**src/rtl/core/scs1_pkg.sv**
```systemverilog
// Shared types, constants and key tables of the set 1 scancode decoder.
package scs1_pkg;

  // Ring geometry; one slot stays empty to tell full from empty.
  localparam int RING_DEPTH = 256;
  localparam int PTR_W      = $clog2(RING_DEPTH);
  localparam int CHAR_W     = 7;
  localparam int CODE_W     = 7;

  // Byte layout and reset values of the key code registers.
  localparam logic [7:0]        RELEASE_BIT     = 8'h80;
  localparam logic [CODE_W-1:0] CODE_MASK       = 7'h7F;
  localparam logic [CODE_W-1:0] LEFT_SHIFT_RST  = 7'd42;
  localparam logic [CODE_W-1:0] RIGHT_SHIFT_RST = 7'd54;
  localparam logic [CODE_W-1:0] CAPS_LOCK_RST   = 7'd58;
  localparam int                TABLE_SIZE      = 64;
  localparam int                TABLE_W         = $clog2(TABLE_SIZE);

  // Configuration register indexes.
  localparam int CFG_ADDR_W = 2;
  localparam logic [CFG_ADDR_W-1:0] CFG_LEFT_SHIFT  = 2'd0;
  localparam logic [CFG_ADDR_W-1:0] CFG_RIGHT_SHIFT = 2'd1;
  localparam logic [CFG_ADDR_W-1:0] CFG_CAPS_LOCK   = 2'd2;

  // Input item kinds.
  localparam logic FUNC_SCAN = 1'b0;
  localparam logic FUNC_READ = 1'b1;

  typedef struct packed {
    logic       func;
    logic [7:0] scan_byte;
  } in_word_t;

  typedef struct packed {
    logic [CHAR_W-1:0] read_char;
    logic              read_valid;
    logic              data_available;
    logic              char_dropped;
  } out_word_t;

  // Key code registers as one group.
  typedef struct packed {
    logic [CODE_W-1:0] left_shift;
    logic [CODE_W-1:0] right_shift;
    logic [CODE_W-1:0] caps_key;
  } key_cfg_t;

  // What one scancode byte does to the modifier flags and the ring.
  typedef struct packed {
    logic              shift_nxt;
    logic              caps_nxt;
    logic              push;
    logic [CHAR_W-1:0] ch;
  } key_act_t;

  // Unshifted characters by key code.
  localparam logic [CHAR_W-1:0] PLAIN_MAP [TABLE_SIZE] = '{
    7'h00, 7'h1B, 7'h31, 7'h32, 7'h33, 7'h34, 7'h35, 7'h36,
    7'h37, 7'h38, 7'h39, 7'h30, 7'h2D, 7'h3D, 7'h08, 7'h09,
    7'h71, 7'h77, 7'h65, 7'h72, 7'h74, 7'h79, 7'h75, 7'h69,
    7'h6F, 7'h70, 7'h5B, 7'h5D, 7'h0A, 7'h00, 7'h61, 7'h73,
    7'h64, 7'h66, 7'h67, 7'h68, 7'h6A, 7'h6B, 7'h6C, 7'h3B,
    7'h27, 7'h60, 7'h00, 7'h5C, 7'h7A, 7'h78, 7'h63, 7'h76,
    7'h62, 7'h6E, 7'h6D, 7'h2C, 7'h2E, 7'h2F, 7'h00, 7'h2A,
    7'h00, 7'h20, 7'h00, 7'h00, 7'h00, 7'h00, 7'h00, 7'h00
  };

  // Shifted characters by key code.
  localparam logic [CHAR_W-1:0] UPPER_MAP [TABLE_SIZE] = '{
    7'h00, 7'h1B, 7'h21, 7'h40, 7'h23, 7'h24, 7'h25, 7'h5E,
    7'h26, 7'h2A, 7'h28, 7'h29, 7'h5F, 7'h2B, 7'h08, 7'h09,
    7'h51, 7'h57, 7'h45, 7'h52, 7'h54, 7'h59, 7'h55, 7'h49,
    7'h4F, 7'h50, 7'h7B, 7'h7D, 7'h0A, 7'h00, 7'h41, 7'h53,
    7'h44, 7'h46, 7'h47, 7'h48, 7'h4A, 7'h4B, 7'h4C, 7'h3A,
    7'h22, 7'h7E, 7'h00, 7'h7C, 7'h5A, 7'h58, 7'h43, 7'h56,
    7'h42, 7'h4E, 7'h4D, 7'h3C, 7'h3E, 7'h3F, 7'h00, 7'h2A,
    7'h00, 7'h20, 7'h00, 7'h00, 7'h00, 7'h00, 7'h00, 7'h00
  };

  // Ring pointer increment with wrap at the ring depth.
  function automatic logic [PTR_W-1:0] ring_next(input logic [PTR_W-1:0] p);
    logic [PTR_W-1:0] q;
    if (p == PTR_W'(RING_DEPTH - 1)) begin
      q = '0;
    end else begin
      q = p + PTR_W'(1);
    end
    return q;
  endfunction

endpackage

```
**src/rtl/core/scs1_ram.sv**
```systemverilog
// Single-port-write, single-port-read synchronous RAM with registered read data.
module scs1_ram #(
  parameter int DEPTH  = 256,
  parameter int WIDTH  = 7,
  parameter int ADDR_W = $clog2(DEPTH)
) (
  input  logic              clk,
  input  logic              wr_en,
  input  logic [ADDR_W-1:0] wr_addr,
  input  logic [WIDTH-1:0]  wr_data,
  input  logic              rd_en,
  input  logic [ADDR_W-1:0] rd_addr,
  output logic [WIDTH-1:0]  rd_data
);

  logic [WIDTH-1:0] mem [DEPTH];
  logic [WIDTH-1:0] rd_data_r;

  // Write port.
  always_ff @(posedge clk) begin
    if (wr_en) begin
      mem[wr_addr] <= wr_data;
    end
  end

  // Read port; data is registered, appears in the cycle after the request and holds until the next one.
  always_ff @(posedge clk) begin
    if (rd_en) begin
      rd_data_r <= mem[rd_addr];
    end
  end

  assign rd_data = rd_data_r;

endmodule

```
**src/rtl/core/scs1_keymap.sv**
```systemverilog
// Scancode interpretation: modifier tracking and character lookup.
module scs1_keymap (
  input  logic [7:0]        scan_byte,
  input  logic              shift_held,
  input  logic              caps_on,
  input  scs1_pkg::key_cfg_t key_cfg,
  output scs1_pkg::key_act_t act
);

  logic                             release_key;
  logic [scs1_pkg::CODE_W-1:0]      code;
  logic [scs1_pkg::CHAR_W-1:0]      ch;
  logic                             is_shift;
  logic                             is_caps;
  logic                             in_table;

  assign release_key = (scan_byte & scs1_pkg::RELEASE_BIT) != 8'h00;
  assign code        = scan_byte[scs1_pkg::CODE_W-1:0] & scs1_pkg::CODE_MASK;
  assign is_shift    = (code == key_cfg.left_shift) || (code == key_cfg.right_shift);
  assign is_caps     = (code == key_cfg.caps_key);
  assign in_table    = code < scs1_pkg::CODE_W'(scs1_pkg::TABLE_SIZE);

  // Table select follows shift XOR caps.
  always_comb begin
    if (shift_held != caps_on) begin
      ch = scs1_pkg::UPPER_MAP[code[scs1_pkg::TABLE_W-1:0]];
    end else begin
      ch = scs1_pkg::PLAIN_MAP[code[scs1_pkg::TABLE_W-1:0]];
    end
  end

  // Shift wins over caps lock when both codes match; releases push nothing.
  always_comb begin
    act.shift_nxt = shift_held;
    act.caps_nxt  = caps_on;
    act.push      = 1'b0;
    act.ch        = ch;
    if (is_shift) begin
      act.shift_nxt = !release_key;
    end else if (is_caps && !release_key) begin
      act.caps_nxt = !caps_on;
    end else if (!release_key && in_table) begin
      act.push = ch != '0;
    end
  end

endmodule

```
**src/rtl/core/scancode_set1_decoder_fifo.sv**
```systemverilog
// Top level: set 1 scancode decoder feeding a character ring held in RAM.
//
//  Channel  Ports                               Moves
//  input    in_valid, in_stall, in_word          one scancode byte or read request
//  result   out_valid, out_stall, out_word       one result word per input word
//  config   cfg_we, cfg_addr, cfg_wdata          key code register writes
//
// One word is accepted per cycle while in_stall is low; its result passes through the read stage,
// where the ring RAM read is registered, and then through the output register.
// Pointers and modifier flags update at acceptance, so back-to-back reads and pushes
// never touch the same RAM entry in one cycle.
// Reset clears the pointers and the flags and loads the default key codes; the RAM is not cleared.
// A stalled output register keeps one more word in the read stage, after which
// in_stall rises until the output drains.
module scancode_set1_decoder_fifo (
  input  logic                               clk,
  input  logic                               rst_n,
  input  logic                               in_valid,
  output logic                               in_stall,
  input  scs1_pkg::in_word_t                 in_word,
  output logic                               out_valid,
  input  logic                               out_stall,
  output scs1_pkg::out_word_t                out_word,
  input  logic                               cfg_we,
  input  logic [scs1_pkg::CFG_ADDR_W-1:0]    cfg_addr,
  input  logic [scs1_pkg::CODE_W-1:0]        cfg_wdata
);

  scs1_pkg::key_cfg_t          key_cfg_r;
  logic                        shift_held_r, shift_held_nxt;
  logic                        caps_on_r, caps_on_nxt;
  logic [scs1_pkg::PTR_W-1:0]  rd_ptr_r, rd_ptr_nxt;
  logic [scs1_pkg::PTR_W-1:0]  wr_ptr_r, wr_ptr_nxt;

  // Read stage: a result waiting for its RAM data.
  logic                        s1_valid_r;
  logic                        s1_read_valid_r;
  logic                        s1_avail_r;
  logic                        s1_dropped_r;

  logic                        out_valid_r;
  scs1_pkg::out_word_t         out_word_r;

  logic                        accept;
  logic                        s1_advance;
  logic                        is_read;
  logic                        read_hit;
  logic                        ring_full;
  logic                        do_push;
  logic                        dropped;
  scs1_pkg::key_act_t          act;
  logic [scs1_pkg::CHAR_W-1:0] rd_data;

  assign s1_advance = !out_valid_r || !out_stall;
  assign in_stall   = s1_valid_r && !s1_advance;
  assign accept     = in_valid && !in_stall;
  assign is_read    = in_word.func == scs1_pkg::FUNC_READ;

  scs1_keymap u_keymap (
    .scan_byte  (in_word.scan_byte),
    .shift_held (shift_held_r),
    .caps_on    (caps_on_r),
    .key_cfg    (key_cfg_r),
    .act        (act)
  );

  // Ring occupancy and pointer moves for the word being accepted.
  assign read_hit  = is_read && (rd_ptr_r != wr_ptr_r);
  assign ring_full = scs1_pkg::ring_next(wr_ptr_r) == rd_ptr_r;
  assign do_push   = !is_read && act.push && !ring_full;
  assign dropped   = !is_read && act.push && ring_full;

  always_comb begin
    rd_ptr_nxt     = rd_ptr_r;
    wr_ptr_nxt     = wr_ptr_r;
    shift_held_nxt = shift_held_r;
    caps_on_nxt    = caps_on_r;
    if (accept) begin
      if (read_hit) begin
        rd_ptr_nxt = scs1_pkg::ring_next(rd_ptr_r);
      end
      if (!is_read) begin
        shift_held_nxt = act.shift_nxt;
        caps_on_nxt    = act.caps_nxt;
      end
      if (do_push) begin
        wr_ptr_nxt = scs1_pkg::ring_next(wr_ptr_r);
      end
    end
  end

  scs1_ram #(
    .DEPTH (scs1_pkg::RING_DEPTH),
    .WIDTH (scs1_pkg::CHAR_W)
  ) u_ring (
    .clk     (clk),
    .wr_en   (accept && do_push),
    .wr_addr (wr_ptr_r),
    .wr_data (act.ch),
    .rd_en   (accept && read_hit),
    .rd_addr (rd_ptr_r),
    .rd_data (rd_data)
  );

  // Key code registers.
  always_ff @(posedge clk) begin
    if (!rst_n) begin
      key_cfg_r.left_shift  <= scs1_pkg::LEFT_SHIFT_RST;
      key_cfg_r.right_shift <= scs1_pkg::RIGHT_SHIFT_RST;
      key_cfg_r.caps_key    <= scs1_pkg::CAPS_LOCK_RST;
    end else if (cfg_we) begin
      case (cfg_addr)
        scs1_pkg::CFG_LEFT_SHIFT:  key_cfg_r.left_shift  <= cfg_wdata;
        scs1_pkg::CFG_RIGHT_SHIFT: key_cfg_r.right_shift <= cfg_wdata;
        scs1_pkg::CFG_CAPS_LOCK:   key_cfg_r.caps_key    <= cfg_wdata;
        default: ;
      endcase
    end
  end

  // Decoder state and ring pointers.
  always_ff @(posedge clk) begin
    if (!rst_n) begin
      shift_held_r <= 1'b0;
      caps_on_r    <= 1'b0;
      rd_ptr_r     <= '0;
      wr_ptr_r     <= '0;
    end else begin
      shift_held_r <= shift_held_nxt;
      caps_on_r    <= caps_on_nxt;
      rd_ptr_r     <= rd_ptr_nxt;
      wr_ptr_r     <= wr_ptr_nxt;
    end
  end

  // Read stage control.
  always_ff @(posedge clk) begin
    if (!rst_n) begin
      s1_valid_r <= 1'b0;
    end else if (accept) begin
      s1_valid_r <= 1'b1;
    end else if (s1_advance) begin
      s1_valid_r <= 1'b0;
    end
  end

  // Read stage payload, captured with the pointers after this word.
  always_ff @(posedge clk) begin
    if (accept) begin
      s1_read_valid_r <= read_hit;
      s1_avail_r      <= rd_ptr_nxt != wr_ptr_nxt;
      s1_dropped_r    <= dropped;
    end
  end

  // Output register control.
  always_ff @(posedge clk) begin
    if (!rst_n) begin
      out_valid_r <= 1'b0;
    end else if (s1_advance) begin
      out_valid_r <= s1_valid_r;
    end
  end

  // Output register payload; the RAM data is valid only for a popped character.
  always_ff @(posedge clk) begin
    if (s1_advance && s1_valid_r) begin
      out_word_r.read_char      <= s1_read_valid_r ? rd_data : '0;
      out_word_r.read_valid     <= s1_read_valid_r;
      out_word_r.data_available <= s1_avail_r;
      out_word_r.char_dropped   <= s1_dropped_r;
    end
  end

  assign out_valid = out_valid_r;
  assign out_word  = out_word_r;

  // Pushed characters are never zero, so a popped one is never zero either.
  a_pop_nonzero: assert property (@(posedge clk) disable iff (!rst_n)
    out_valid_r && out_word_r.read_valid |-> out_word_r.read_char != '0)
    else $error("popped character is zero");

  // A read never reports a dropped character.
  a_read_no_drop: assert property (@(posedge clk) disable iff (!rst_n)
    out_valid_r |-> !(out_word_r.read_valid && out_word_r.char_dropped))
    else $error("read and drop reported together");

  // A full ring does not advance the write pointer.
  a_full_holds_wp: assert property (@(posedge clk) disable iff (!rst_n)
    ring_full |=> (wr_ptr_r == $past(wr_ptr_r)))
    else $error("write pointer moved into a full ring");

  // Input stalls only while the read stage and the output register both hold a word.
  a_stall_cause: assert property (@(posedge clk) disable iff (!rst_n)
    in_stall |-> s1_valid_r && out_valid_r)
    else $error("input stalled with room in the pipeline");

endmodule

```
**config.mk**
```make
export PLATFORM = sky130hd
export DESIGN_NAME = scancode_set1_decoder_fifo
export DESIGN_NICKNAME = d
export VERILOG_FILES = /design/src/rtl/core/scs1_pkg.sv /design/src/rtl/core/scs1_ram.sv /design/src/rtl/core/scs1_keymap.sv /design/src/rtl/core/scancode_set1_decoder_fifo.sv
export SDC_FILE = /design/constraint.sdc
export NUM_CORES = 2
export LEC_CHECK = 0
export BUFFER_PORTS_ARGS = -buffer_cell sky130_fd_sc_hd__buf_2
export CAP_MARGIN = 20
export CORE_ASPECT_RATIO = 1.4
export CORE_MARGIN = 4
export CORE_UTILIZATION = 35
export DETAILED_ROUTE_END_ITERATION = 10
export PLACE_DENSITY_LB_ADDON = 0.15
export RECOVER_POWER = 25
export SLEW_MARGIN = 40
export SYNTH_ARGS = -nofsm -noshare
export SYNTH_HDL_FRONTEND = slang
export SYNTH_HIERARCHICAL = 1
export SYNTH_SLANG_ARGS = --single-unit
```
**constraint.sdc**
```tcl
create_clock -name clk -period 16.34 [get_ports clk]
set_input_delay 2.451 -clock clk [delete_from_list [all_inputs] [get_ports clk]]
set_output_delay 2.451 -clock clk [all_outputs]
set_load 0.01 [all_outputs]
```
==> out/results.ini <==
[cts]
cts_htree_levels = 4
clk_latency_ns = 0.83
cts_resized = 0
clk_pin_slew_worst_paths_ns = 0.06
clock-sinks = 1853
cts-hold-fix-buffers = 0
cts_tree = done
cts_buffers = 184
cts_setup_buffers = 0
cts-root-buf = clkbuf_16
cts.path.max_buffers = 4

[yosys]
synth.area.top_cells = edfxtp_1 73%, mux4_2 12%, mux2i_1 2.4%
syn_nets = 3908
synth_cells = 3869
synthFlopType = edfxtp_1
yosysTopAreaCellShare_pct = 72.9
ys_warn_count = 6
synth_cell_type_count = 100
ys_seq_area_share_pct = 74.0
synth-seq-cells = 1853
yosysTopAreaCell = edfxtp_1
synth_enable_flop_cells = 1812
synth_area_mm2 = 0.0746
synthArstFlopShare_pct = 0
avgSynthCellArea_um2 = 19.3

[power]
p_leak_nw = 24.4
finalPower_mw = 9.84
ir_drop_v = 0.0000709
power_density_mw_per_mm2 = 118

[hold_path]
hold_end = key_cfg_r[13]$_SDFFE_PN0P_
hold_depth = 2
min_from = key_cfg_r[13]$_SDFFE_PN0P_
min_path_type = reg2reg

[routing]
wl_met1_um = 81500
drt_iter0_drc = 3227
vias = 37500
drc = 0
routed.top_layer = met4
vias_per_cell = 5.43
ant_nets = 0
dr.pass1.iters = 6
wl_met2_um = 111000
wl_met3_um = 9200
wl_per_cell_um = 30.3
routed_wl_um = 209000

[die]
initial_utilization_pct = 35.2
die_x_um = 398
dieArea_mm2 = 0.221
row_count = 200
core_mm2 = 0.212
die_h_um = 554
io_pins = 35

[setup_path]
regToRegStartpoint = rd_ptr_r[3]$_SDFF_PN0_
cp.required_ns = 16.87
cp-end-kind = flop
worst-setup-path-type = in2reg
crit-reg2reg-capture = u_ring/rd_data[1]$_DFFE_PP_
r2r_slack_ns = 8.78
cp-start-kind = input port
worstPathMaxFanout = 66
ff2ff_path_depth = 7
arrival_ns = 10.43

[placed_design]
pre_cts_ws_ns = 7.95
gp_congestion = 0.850
dpl.cell_count = 6571
io_buffers = 34
place_hpwl_um = 130000

[sta]
rsz0062_at_grt = no
setup_slack_ns = 6.44
slew_headroom_pct = -246
whs_ns = 0.483
max_freq_mhz = 101
post-route-period-util_pct = 60.6
finClkSkew_ns = 0.0417
tns_ns = 0
finalHoldViolations = 0
finalSetupViolCount = 0
tightest_slew_ns = 5.18
slew_violations = 1010
layout_min_cycle_time_ns = 9.90

[finish]
syn2layout_area_growth_pct = 12.0
nets = 3971
final_common_cell = edfxtp_1
drive_gt1_share_pct = 20.0
fill_cells = 19200
final_cell_mix = 1812 x edfxtp_1, 382 x mux4_2, 307 x nor2_1
fin_cells = 6895

[global_route]
grt_pass1_wl_um = 296000
antenna_found_initial = 8
grt_util_all_layers_pct = 18.6
grt_pass1_vias = 38600
grt_max_degree = 163
grt_overflow = 0

[run_status]
status = finished, violations left
violations = max-capacitance violations, max-slew violations

[flow_run]
drv_cap = 19

-- sequential cells by signal, summed over array words and instances, names as in the netlist --
register,count
s1_avail_r,1
key_cfg_r,21
s1_dropped_r,1
shift_held_r,1
s1_read_valid_r,1
caps_on_r,1
rd_ptr_r,8
u_ring/rd_data,7
out_word,10
out_valid,1
s1_valid_r,1
u_ring/mem,1792
wr_ptr_r,8
-- critical path: stages --
cell,delay [ns]
clkbuf_1,1.58
mux2i_1,0.22
mux2i_1,0.22
a211oi_1,0.14
o221ai_4,0.23
clkbuf_1,2.04
clkbuf_1,2.69
buf_6,0.62
-- layout make-up --
| type | instances | area, um^2 | share of cell area (%) |
|---|---|---|---|
| Sequential cell | 1853 | 55300 | 66.1 |
| Multi-Input combinational cell | 1764 | 18000 | 21.5 |
| Clock buffer | 216 | 4770 | 5.70 |
| Tap cell | 2828 | 3540 | 4.23 |
| Clock inverter | 103 | 1040 | 1.24 |
| Timing Repair Buffer | 116 | 915 | 1.09 |
| Inverter | 13 | 48.8 | 0.0584 |
| Antenna cell | 2 | 5.00 | 0.00599 |
-- metal layers --
layer / up-vias / GRT usage, %
met4: 0 / 6.17
met3: 298 / 2.49
met5: - / 0
met2: 1077 / 33.6
li1: 16000 / -
met1: 20100 / 23.0
-- kinds of logic after synthesis --
family,count (synthesis),synth area share [%]
compound gates,387,3.82
mux,577,14.4
fa+ha+maj,17,0.283
xor+xnor,53,0.642
simple gates,730,4.59
buf+inv,252,2.30
flops,1853,74.0
-- synthesized netlist by cell type, types with 9 or more instances --
cell       number
mux4_2        382
nand2b_1       18
a22oi_1        63
ha_1           16
o2111ai_1      15
mux2i_1       181
o21ai_0        27
a211oi_1       10
nand2_1       121
nor2_1        317
nor4_1         45
nand3_1        51
and2_1         20
buf_6          29
edfxtp_1     1812
inv_1           9
buf_4          21
buf_12         11
xor2_1         32
o22ai_1        68
nor3b_1        12
mux4_1         10
and3_1         10
a22o_1         14
xnor2_1        19
nor2b_1        47
dfxtp_1        41
nor3_1         45
buf_8          13
buf_2          52
a221oi_1       21
a21oi_1        65
nand4_1        16
clkbuf_1       98
-- per-stage QoR --
| stage | instance area (um^2) | utilization [%] |
|---|---|---|
| after CTS | 83600 | 39.4 |
| after global routing | 83600 | 39.4 |
| final | 83600 | 39.4 |
| after global placement | 77500 | 36.5 |
| after detailed placement | 77800 | 36.7 |
| after floorplan | 74600 | - |
-- power breakdown --
| group | leakage (nW) | internal (mW) | switching [mW] |
|---|---|---|---|
| Combinational | 5.02 | 0.0661 | 0.260 |
| Clock | 2.81 | 2.40 | 1.79 |
| Sequential | 16.6 | 5.32 | 0.00481 |
-- worst max path at each step --
stage	startpoint	end	slack, ns	depth (start not counted)
final	in_word[3]	u_ring/mem[226][0]$_DFFE_PP_	6.44	8
after detailed placement	in_word[1]	u_ring/mem[251][3]$_DFFE_PP_	7.95	16
after global placement	in_word[1]	u_ring/mem[207][3]$_DFFE_PP_	7.81	15
after global routing	in_word[3]	u_ring/mem[226][0]$_DFFE_PP_	5.80	8
after floorplan	in_word[1]	u_ring/mem[234][0]$_DFFE_PP_	3.38	15
after CTS	in_word[1]	u_ring/mem[27][2]$_DFFE_PP_	8.82	16
(Power assumes the default switching activity.)
